**src/sv/imu_dma_pkg.sv**
```systemverilog
`timescale 1ns / 1ps
// ----------------------------------------------------------------------------
// IMU deadband moving average: shared package
// Types, sizes and constants used by the ring store, the arithmetic unit and
// the top level.
// ----------------------------------------------------------------------------
package imu_dma_pkg;

    localparam int SAMPLES      = 16;
    localparam int SAMPLE_BITS  = 16;
    localparam int NFIELDS      = 7;
    localparam int CFG_BITS     = 16;
    localparam int SAMPLE_SHIFT = $clog2(SAMPLES);
    localparam int ROW_W        = SAMPLE_SHIFT;
    localparam int FIELD_W      = 3;
    localparam int ADDR_W       = ROW_W + FIELD_W;
    localparam int ACC_W        = SAMPLE_BITS + SAMPLE_SHIFT;
    localparam int CFG_IDX_W    = 2;

    localparam logic [FIELD_W-1:0] FIELD_RATE_X = FIELD_W'(3);
    localparam logic [FIELD_W-1:0] FIELD_RATE_Z = FIELD_W'(5);
    localparam logic [FIELD_W-1:0] FIELD_LAST   = FIELD_W'(NFIELDS - 1);
    localparam logic [ROW_W-1:0]   ROW_LAST     = ROW_W'(SAMPLES - 1);

    localparam logic [CFG_IDX_W-1:0] CFG_DEADBAND_LOW  = 2'd0;
    localparam logic [CFG_IDX_W-1:0] CFG_DEADBAND_HIGH = 2'd1;
    localparam logic [CFG_IDX_W-1:0] CFG_AVG_INTERVAL  = 2'd2;

    localparam logic OP_PRIME  = 1'b0;
    localparam logic OP_SAMPLE = 1'b1;

    typedef logic signed [SAMPLE_BITS-1:0] t_sample;

    typedef struct packed {
        logic    opcode;
        t_sample accel_x;
        t_sample accel_y;
        t_sample accel_z;
        t_sample rate_x;
        t_sample rate_y;
        t_sample rate_z;
        t_sample temperature;
    } t_imu_in;

    typedef struct packed {
        t_sample avg_accel_x;
        t_sample avg_accel_y;
        t_sample avg_accel_z;
        t_sample avg_rate_x;
        t_sample avg_rate_y;
        t_sample avg_rate_z;
        t_sample avg_temperature;
        logic    refreshed;
    } t_imu_out;

    typedef struct packed {
        logic add;
        logic first;
    } t_acc_ctl;

endpackage

```
**src/sv/imu_deadband_moving_average_unit.sv**
```systemverilog
`timescale 1ns / 1ps
// ----------------------------------------------------------------------------
// IMU deadband moving average unit
// Each transaction returns the held per-field average of the last SAMPLES
// samples. A normal sample writes its seven fields into the ring; when the
// average is recomputed, each of the seven fields is summed over the
// sixteen ring entries through one adder and one memory read port. A
// prime transaction writes all 112 ring entries one per cycle. Input is
// accepted only while the sequencer is idle; a finished result waits in
// the output register while the next transaction is taken.
// ----------------------------------------------------------------------------
module imu_deadband_moving_average_unit (
    input  logic                               i_clk,
    input  logic                               i_rst_n,
    input  logic                               i_in_valid,
    output logic                               o_in_ready,
    input  imu_dma_pkg::t_imu_in               i_in_data,
    output logic                               o_out_valid,
    input  logic                               i_out_ready,
    output imu_dma_pkg::t_imu_out              o_out_data,
    input  logic                               i_cfg_we,
    input  logic [imu_dma_pkg::CFG_IDX_W-1:0]  i_cfg_index,
    input  logic [imu_dma_pkg::CFG_BITS-1:0]   i_cfg_data
);
    import imu_dma_pkg::*;

    typedef enum logic [2:0] {
        S_IDLE,
        S_PRIME,
        S_WRITE,
        S_SUM,
        S_DRAIN,
        S_DONE
    } t_state;

    t_state                 r_state;
    t_imu_in                r_in;
    logic [FIELD_W-1:0]     r_field;
    logic [ROW_W-1:0]       r_row;
    logic [ROW_W-1:0]       r_slot;
    logic [CFG_BITS-1:0]    r_interval;
    logic [CFG_BITS-1:0]    r_db_low;
    logic [CFG_BITS-1:0]    r_db_high;
    logic [CFG_BITS-1:0]    r_avg_interval;
    t_sample                r_held [NFIELDS];
    logic                   r_refreshed;
    logic                   r_out_valid;
    t_imu_out               r_out;
    t_acc_ctl               r_acc_ctl;

    t_sample                w_field_val;
    t_sample                w_filtered;
    t_sample                w_mean;
    t_sample                w_rdata;
    logic                   w_we;
    logic                   w_re;
    logic [ADDR_W-1:0]      w_waddr;
    logic [ADDR_W-1:0]      w_raddr;
    t_sample                w_wdata;
    logic                   w_filter_en;

    always_comb begin
        case (r_field)
            3'd0:    w_field_val = r_in.accel_x;
            3'd1:    w_field_val = r_in.accel_y;
            3'd2:    w_field_val = r_in.accel_z;
            3'd3:    w_field_val = r_in.rate_x;
            3'd4:    w_field_val = r_in.rate_y;
            3'd5:    w_field_val = r_in.rate_z;
            3'd6:    w_field_val = r_in.temperature;
            default: w_field_val = '0;
        endcase
    end

    always_comb begin
        w_filter_en = (r_field >= FIELD_RATE_X) && (r_field <= FIELD_RATE_Z);
        w_we        = (r_state == S_PRIME) || (r_state == S_WRITE);
        w_waddr     = (r_state == S_PRIME) ? {r_row, r_field} : {r_slot, r_field};
        w_wdata     = (r_state == S_PRIME) ? w_field_val : w_filtered;
        w_re        = (r_state == S_SUM);
        w_raddr     = {r_row, r_field};
    end

    imu_dma_ring u_ring (
        .i_clk   (i_clk),
        .i_rst_n (i_rst_n),
        .i_we    (w_we),
        .i_waddr (w_waddr),
        .i_wdata (w_wdata),
        .i_re    (w_re),
        .i_raddr (w_raddr),
        .o_rdata (w_rdata)
    );

    imu_dma_alu u_alu (
        .i_clk       (i_clk),
        .i_rst_n     (i_rst_n),
        .i_sample    (w_field_val),
        .i_filter_en (w_filter_en),
        .i_db_low    (r_db_low),
        .i_db_high   (r_db_high),
        .o_filtered  (w_filtered),
        .i_acc_ctl   (r_acc_ctl),
        .i_rdata     (w_rdata),
        .o_mean      (w_mean)
    );

    always_ff @(posedge i_clk) begin
        if (!i_rst_n) begin
            r_state        <= S_IDLE;
            r_field        <= '0;
            r_row          <= '0;
            r_slot         <= '0;
            r_interval     <= '0;
            r_db_low       <= CFG_BITS'(0);
            r_db_high      <= CFG_BITS'(32768);
            r_avg_interval <= CFG_BITS'(10);
            r_refreshed    <= 1'b0;
            r_out_valid    <= 1'b0;
            r_acc_ctl      <= '0;
            for (int i = 0; i < NFIELDS; i++) begin
                r_held[i] <= '0;
            end
        end else begin
            if (r_state != S_SUM) begin
                r_acc_ctl <= '0;
            end
            if (r_out_valid && i_out_ready && (r_state != S_DONE)) begin
                r_out_valid <= 1'b0;
            end
            if (i_cfg_we) begin
                case (i_cfg_index)
                    CFG_DEADBAND_LOW:  r_db_low       <= i_cfg_data;
                    CFG_DEADBAND_HIGH: r_db_high      <= i_cfg_data;
                    CFG_AVG_INTERVAL:  r_avg_interval <= i_cfg_data;
                    default: ;
                endcase
            end
            case (r_state)
                S_IDLE: begin
                    if (i_in_valid) begin
                        r_in    <= i_in_data;
                        r_field <= '0;
                        r_row   <= '0;
                        r_state <= (i_in_data.opcode == OP_SAMPLE) ? S_WRITE : S_PRIME;
                    end
                end
                S_PRIME: begin
                    if (r_field == FIELD_LAST) begin
                        r_field <= '0;
                        if (r_row == ROW_LAST) begin
                            r_row       <= '0;
                            r_held[0]   <= r_in.accel_x;
                            r_held[1]   <= r_in.accel_y;
                            r_held[2]   <= r_in.accel_z;
                            r_held[3]   <= r_in.rate_x;
                            r_held[4]   <= r_in.rate_y;
                            r_held[5]   <= r_in.rate_z;
                            r_held[6]   <= r_in.temperature;
                            r_refreshed <= 1'b0;
                            r_state     <= S_DONE;
                        end else begin
                            r_row <= r_row + 1'b1;
                        end
                    end else begin
                        r_field <= r_field + 1'b1;
                    end
                end
                S_WRITE: begin
                    if (r_field == FIELD_LAST) begin
                        r_field <= '0;
                        r_row   <= '0;
                        r_slot  <= (r_slot == ROW_LAST) ? '0 : r_slot + 1'b1;
                        if (r_interval < r_avg_interval) begin
                            r_interval  <= r_interval + 1'b1;
                            r_refreshed <= 1'b0;
                            r_state     <= S_DONE;
                        end else begin
                            r_interval  <= '0;
                            r_refreshed <= 1'b1;
                            r_state     <= S_SUM;
                        end
                    end else begin
                        r_field <= r_field + 1'b1;
                    end
                end
                S_SUM: begin
                    r_acc_ctl.add   <= 1'b1;
                    r_acc_ctl.first <= (r_row == '0);
                    if (r_row == ROW_LAST) begin
                        r_row   <= '0;
                        r_state <= S_DRAIN;
                    end else begin
                        r_row <= r_row + 1'b1;
                    end
                end
                S_DRAIN: begin
                    r_held[r_field] <= w_mean;
                    if (r_field == FIELD_LAST) begin
                        r_field <= '0;
                        r_state <= S_DONE;
                    end else begin
                        r_field <= r_field + 1'b1;
                        r_state <= S_SUM;
                    end
                end
                S_DONE: begin
                    if (!r_out_valid || i_out_ready) begin
                        r_out.avg_accel_x     <= r_held[0];
                        r_out.avg_accel_y     <= r_held[1];
                        r_out.avg_accel_z     <= r_held[2];
                        r_out.avg_rate_x      <= r_held[3];
                        r_out.avg_rate_y      <= r_held[4];
                        r_out.avg_rate_z      <= r_held[5];
                        r_out.avg_temperature <= r_held[6];
                        r_out.refreshed       <= r_refreshed;
                        r_out_valid           <= 1'b1;
                        r_state               <= S_IDLE;
                    end
                end
                default: begin
                    r_state <= S_IDLE;
                end
            endcase
        end
    end

    assign o_in_ready  = (r_state == S_IDLE);
    assign o_out_valid = r_out_valid;
    assign o_out_data  = r_out;

endmodule

```
**src/sv/imu_dma_ring.sv**
```systemverilog
`timescale 1ns / 1ps
// ----------------------------------------------------------------------------
// IMU deadband moving average: sample ring store
// One write port and one registered read port. Rows never written since
// reset read as zero through a valid bit per row.
// ----------------------------------------------------------------------------
module imu_dma_ring (
    input  logic                         i_clk,
    input  logic                         i_rst_n,
    input  logic                         i_we,
    input  logic [imu_dma_pkg::ADDR_W-1:0] i_waddr,
    input  imu_dma_pkg::t_sample         i_wdata,
    input  logic                         i_re,
    input  logic [imu_dma_pkg::ADDR_W-1:0] i_raddr,
    output imu_dma_pkg::t_sample         o_rdata
);
    import imu_dma_pkg::*;

    t_sample              r_mem [SAMPLES*(2**FIELD_W)];
    t_sample              r_rdata;
    logic                 r_rvalid;
    logic [SAMPLES-1:0]   r_row_valid;

    always_ff @(posedge i_clk) begin
        if (i_we) begin
            r_mem[i_waddr] <= i_wdata;
        end
        if (i_re) begin
            r_rdata <= r_mem[i_raddr];
        end
    end

    always_ff @(posedge i_clk) begin
        if (!i_rst_n) begin
            r_row_valid <= '0;
            r_rvalid    <= 1'b0;
        end else begin
            if (i_we) begin
                r_row_valid[i_waddr[ADDR_W-1:FIELD_W]] <= 1'b1;
            end
            if (i_re) begin
                r_rvalid <= r_row_valid[i_raddr[ADDR_W-1:FIELD_W]];
            end
        end
    end

    assign o_rdata = r_rvalid ? r_rdata : '0;

endmodule

```
**src/sv/imu_dma_alu.sv**
```systemverilog
`timescale 1ns / 1ps
// ----------------------------------------------------------------------------
// IMU deadband moving average: shared arithmetic unit
// Gyro deadband filter for the field being written, and the accumulator
// that sums one field over the ring and yields its floor mean.
// ----------------------------------------------------------------------------
module imu_dma_alu (
    input  logic                            i_clk,
    input  logic                            i_rst_n,
    input  imu_dma_pkg::t_sample            i_sample,
    input  logic                            i_filter_en,
    input  logic [imu_dma_pkg::CFG_BITS-1:0] i_db_low,
    input  logic [imu_dma_pkg::CFG_BITS-1:0] i_db_high,
    output imu_dma_pkg::t_sample            o_filtered,
    input  imu_dma_pkg::t_acc_ctl           i_acc_ctl,
    input  imu_dma_pkg::t_sample            i_rdata,
    output imu_dma_pkg::t_sample            o_mean
);
    import imu_dma_pkg::*;

    logic [SAMPLE_BITS:0]       w_ext;
    logic [SAMPLE_BITS:0]       w_mag;
    logic                       w_reject;
    logic signed [ACC_W-1:0]    w_addend;
    logic signed [ACC_W-1:0]    w_sum;
    logic signed [ACC_W-1:0]    r_acc;

    always_comb begin
        w_ext    = {i_sample[SAMPLE_BITS-1], i_sample};
        w_mag    = i_sample[SAMPLE_BITS-1] ? ((SAMPLE_BITS+1)'(0) - w_ext) : w_ext;
        w_reject = (w_mag < (SAMPLE_BITS+1)'(i_db_low)) ||
                   (w_mag > (SAMPLE_BITS+1)'(i_db_high));
        o_filtered = (i_filter_en && w_reject) ? '0 : i_sample;
    end

    always_comb begin
        w_addend = {{SAMPLE_SHIFT{i_rdata[SAMPLE_BITS-1]}}, i_rdata};
        w_sum    = i_acc_ctl.first ? w_addend : (r_acc + w_addend);
        o_mean   = w_sum[ACC_W-1:SAMPLE_SHIFT];
    end

    always_ff @(posedge i_clk) begin
        if (!i_rst_n) begin
            r_acc <= '0;
        end else if (i_acc_ctl.add) begin
            r_acc <= w_sum;
        end
    end

endmodule

```
**config.mk**
```make
export PLATFORM = sky130hd
export DESIGN_NAME = imu_deadband_moving_average_unit
export DESIGN_NICKNAME = d
export VERILOG_FILES = /design/src/sv/imu_dma_pkg.sv /design/src/sv/imu_deadband_moving_average_unit.sv /design/src/sv/imu_dma_ring.sv /design/src/sv/imu_dma_alu.sv
export SDC_FILE = /design/constraint.sdc
export NUM_CORES = 2
export LEC_CHECK = 0
export BUFFER_PORTS_ARGS = -buffer_cell sky130_fd_sc_hd__buf_4
export CORE_UTILIZATION = 33
export CTS_CLUSTER_SIZE = 20
export DETAILED_ROUTE_END_ITERATION = 12
export PLACE_DENSITY = 0.47
export SLEW_MARGIN = 20
export SYNTH_ARGS = -nofsm -noshare
export SYNTH_HDL_FRONTEND = slang
export SYNTH_SLANG_ARGS = --single-unit
```
**constraint.sdc**
```tcl
create_clock -name i_clk -period 10.2 [get_ports i_clk]
set_input_delay 2.04 -clock i_clk [delete_from_list [all_inputs] [get_ports i_clk]]
set_output_delay 2.04 -clock i_clk [all_outputs]
set_load 0.005 [all_outputs]
```
==> flow_summary.json <==
{
  "status": "finished clean",
  "p_int_mw": 20.1,
  "num_rows": 201,
  "fmax_ghz": 0.128,
  "final_core_util_pct": 38.8,
  "finalSetupViolations": 0,
  "skew_ps": 53.2,
  "ys_warn_count": 0,
  "p_leak_nw": 36.7,
  "io_pins": 251,
  "critPathMaxFanout": 34,
  "ys_async_sr_fraction_pct": 0,
  "place_hpwl_um": 232000,
  "synth_cells": 6329,
  "drt_iter0_drc": 7726,
  "multi_input_area_mm2": 0.0238,
  "cts_htree_levels": 5,
  "cts_setup_buffers": 0,
  "cp_data_arrival_time_ps": 8420,
  "io_buffers": 250,
  "ys_seq_area_share_pct": 74.7,
  "antenna_found_initial": 36,
  "ys_ff_latch": 2520,
  "ys.flop_type": "edfxtp_1",
  "synthTopCellsByArea": "edfxtp_1, mux2i_1, mux4_2",
  "regArea_mm2": 0.0745,
  "synth_top_area_share_pct": 72.3,
  "hold_viol": 0,
  "clk_pin_slew_ps": 60,
  "post_cts_resized": 0,
  "hold_class": "reg -> reg",
  "vias_per_cell": 5.72,
  "ctsHoldBuffers": 0,
  "die_h_um": 552,
  "netlist_area_mm2": 0.0998,
  "power.switching_mw": 9.03,
  "core_mm2": 0.300,
  "setup_tns_ps": 0,
  "num-nets-final": 6941,
  "synth_nets": 6537,
  "power.share.clock_pct": 33.9,
  "dieArea_mm2": 0.305,
  "wirelength_um": 382000,
  "gr-total-overflow": 0,
  "grt_setup_unrepaired": "no",
  "cts_root_buffer": "clkbuf_16",
  "instances_no_fill": 10900,
  "netlist.top_cell.by_area": "edfxtp_1",
  "end_kind": "register",
  "avgSynthCellArea_um2": 15.8,
  "drive_above_1_share_pct": 17.8,
  "ant_nets": 0,
  "start_util_pct": 33.2,
  "drc": 0,
  "synth_edf_count": 2401,
  "grt_pass1_wl_um": 515000,
  "gp_congestion": 0.903,
  "drtPass1Iterations": 6,
  "fillCellCount": 27800,
  "power.density_mw_per_mm2": 250,
  "die_w_um": 552,
  "maxCapViolations": 0,
  "vdd.ir_drop.worst_v": 0.000160,
  "seq_power_share_pct": 44.4,
  "wl_per_cell_um": 35.0,
  "clock_latency_ps": 890,
  "worst_hold_slack_ps": 411,
  "cts_buffers": 280,
  "grt_max_degree": 129,
  "maxSlewHeadroom_pct": 14.4,
  "power_mw": 29.1,
  "slew_viol_final": 0,
  "pwr-share-comb_pct": 21.7,
  "cts.sinks": 2520,
  "cts_tree": "yes",
  "required_ps": 10820,
  "grt_use_total_pct": 24.5,
  "crit_type": "reg -> reg",
  "cp-start-kind": "register",
  "clockBufferDepth": 4,
  "area_delta_synth_final_pct": 16.8,
  "p_sw_share_pct": 31.0,
  "synth.distinct_cells": 85,
  "min_period_over_period_pct": 76.5,
  "worstMarginPinSlew_ps": 1270,
  "dpl.cell_count": 10400,
  "min_period_ps": 7800,
  "vias": 62400,
  "grt_pass1_vias": 59700
}
[critical path: stages, from the launching register on]
cell	delay, ps
dfxtp_4	540
nand2_1	520
inv_2	80
ha_1	190
buf_4	210
a22oi_1	240
o21ai_0	130
a21oi_1	620
nand3_1	220
or2_1	290
nor4_1	500
nor2_1	110
xnor2_1	350
ha_1	340
a211o_1	310
a211oi_1	280
o31ai_1	170
a221oi_1	310
a211o_1	200
nand2_2	410
nor2_4	980
buf_4	480
[area by class of cell]
class | instances | area share, %
Antenna cell | 15 | 0.0322
Sequential cell | 2520 | 63.9
Clock buffer | 357 | 6.41
Multi-Input combinational cell | 3332 | 20.4
Inverter | 72 | 0.244
Timing Repair Buffer | 527 | 3.67
Tap cell | 3958 | 4.25
Clock inverter | 130 | 1.05
[power groups by stage]
stage | Clock [mW] | Combinational [mW] | Sequential, mW
floorplan | 0 | 3.15 | 13.2
finish | 9.86 | 6.33 | 12.9
CTS | 10.0 | 6.31 | 12.9
global placement | 0 | 6.24 | 13.1
global route | 10.4 | 6.61 | 12.9
detailed placement | 0 | 6.29 | 13.1
[stage by stage]
stage | setup slack, ps | instance area [um^2]
5_1_grt | 2140 | 116000
3_3_place_gp | 1910 | 108000
6_report | 2400 | 117000
2_1_floorplan | 1500 | 99800
4_1_cts | 2390 | 116000
3_5_place_dp | 2470 | 108000
[cells in the mapped netlist (all sizes together) (34+ instances only)]
library cell     n
edfxtp        2401
nor2           519
a21oi          447
nand2          434
mux2i          371
o21ai          305
clkbuf         225
buf            180
a221oi         155
dfxtp          119
mux4           110
mux2            94
a22oi           89
ha              71
inv             71
o221ai          71
a22o            67
a211oi          46
nor3            39
o211ai          35
nand3           34
o22ai           34
[layer usage]
metal	GRT usage [%]	up-vias	wire [um]	share of wire, %
met1	33.6	33100	160000	42
met3	4.35	530	31100	8.2
met5	0	-	135	0.035
li1	-	25700	-	-
met2	38.9	3090	175000	46
met4	9.18	22	14600	3.8
[registers in the layout, summed over array words and instances (netlist names), 20 cells and up]
signal / cells
o_out_data: 113
r_held: 112
r_in: 112
u_alu.r_acc: 20
u_ring.r_mem: 2048
[final timing paths]
path         slack (ps)               startpoint                             to  cells after the start
min reg2reg         410  r_held[4][12]$_DFFE_PP_       o_out_data[45]$_DFFE_PP_                      0
max                2400  r_field[1]$_SDFFE_PN0P_  u_ring.r_mem[12][8]$_DFFE_PP_                     21
max reg2reg        2400  r_field[1]$_SDFFE_PN0P_  u_ring.r_mem[12][8]$_DFFE_PP_                     21
min                 410  r_held[4][12]$_DFFE_PP_       o_out_data[45]$_DFFE_PP_                      0
[cell families (layout without fill, tap and decap cells)]
| family | Yosys count | after routing | share of synthesized area (%) |
|---|---|---|---|
| adder cells (fa/ha/maj) | 72 | 72 | 0.911 |
| AO/OA/AOI/OAI | 1478 | 1478 | 9.82 |
| XOR/XNOR | 37 | 37 | 0.325 |
| flip-flops | 2520 | 2520 | 74.7 |
| AND/OR/NAND/NOR | 1170 | 1170 | 4.90 |
| buffers and inverters | 477 | 1086 | 2.12 |
| multiplexers | 575 | 575 | 7.27 |
| other | 0 | 15 | 0 |
[cell usage in the layout (no fill, tap or decap), types with 39 or more instances in the layout]
master / count
a22o_1: 67
mux2_2: 93
buf_4: 501
o221ai_1: 71
a22oi_1: 89
mux4_2: 110
ha_1: 71
clkbuf_16: 287
dfxtp_1: 113
nor2_1: 444
a21oi_1: 445
mux2i_1: 371
o21ai_0: 295
edfxtp_1: 2401
nor2_4: 51
a221oi_1: 154
a211oi_1: 44
nor3_1: 39
clkinv_1: 55
clkbuf_1: 67
nand2_1: 430
inv_1: 67
(Power assumes the default switching activity.)
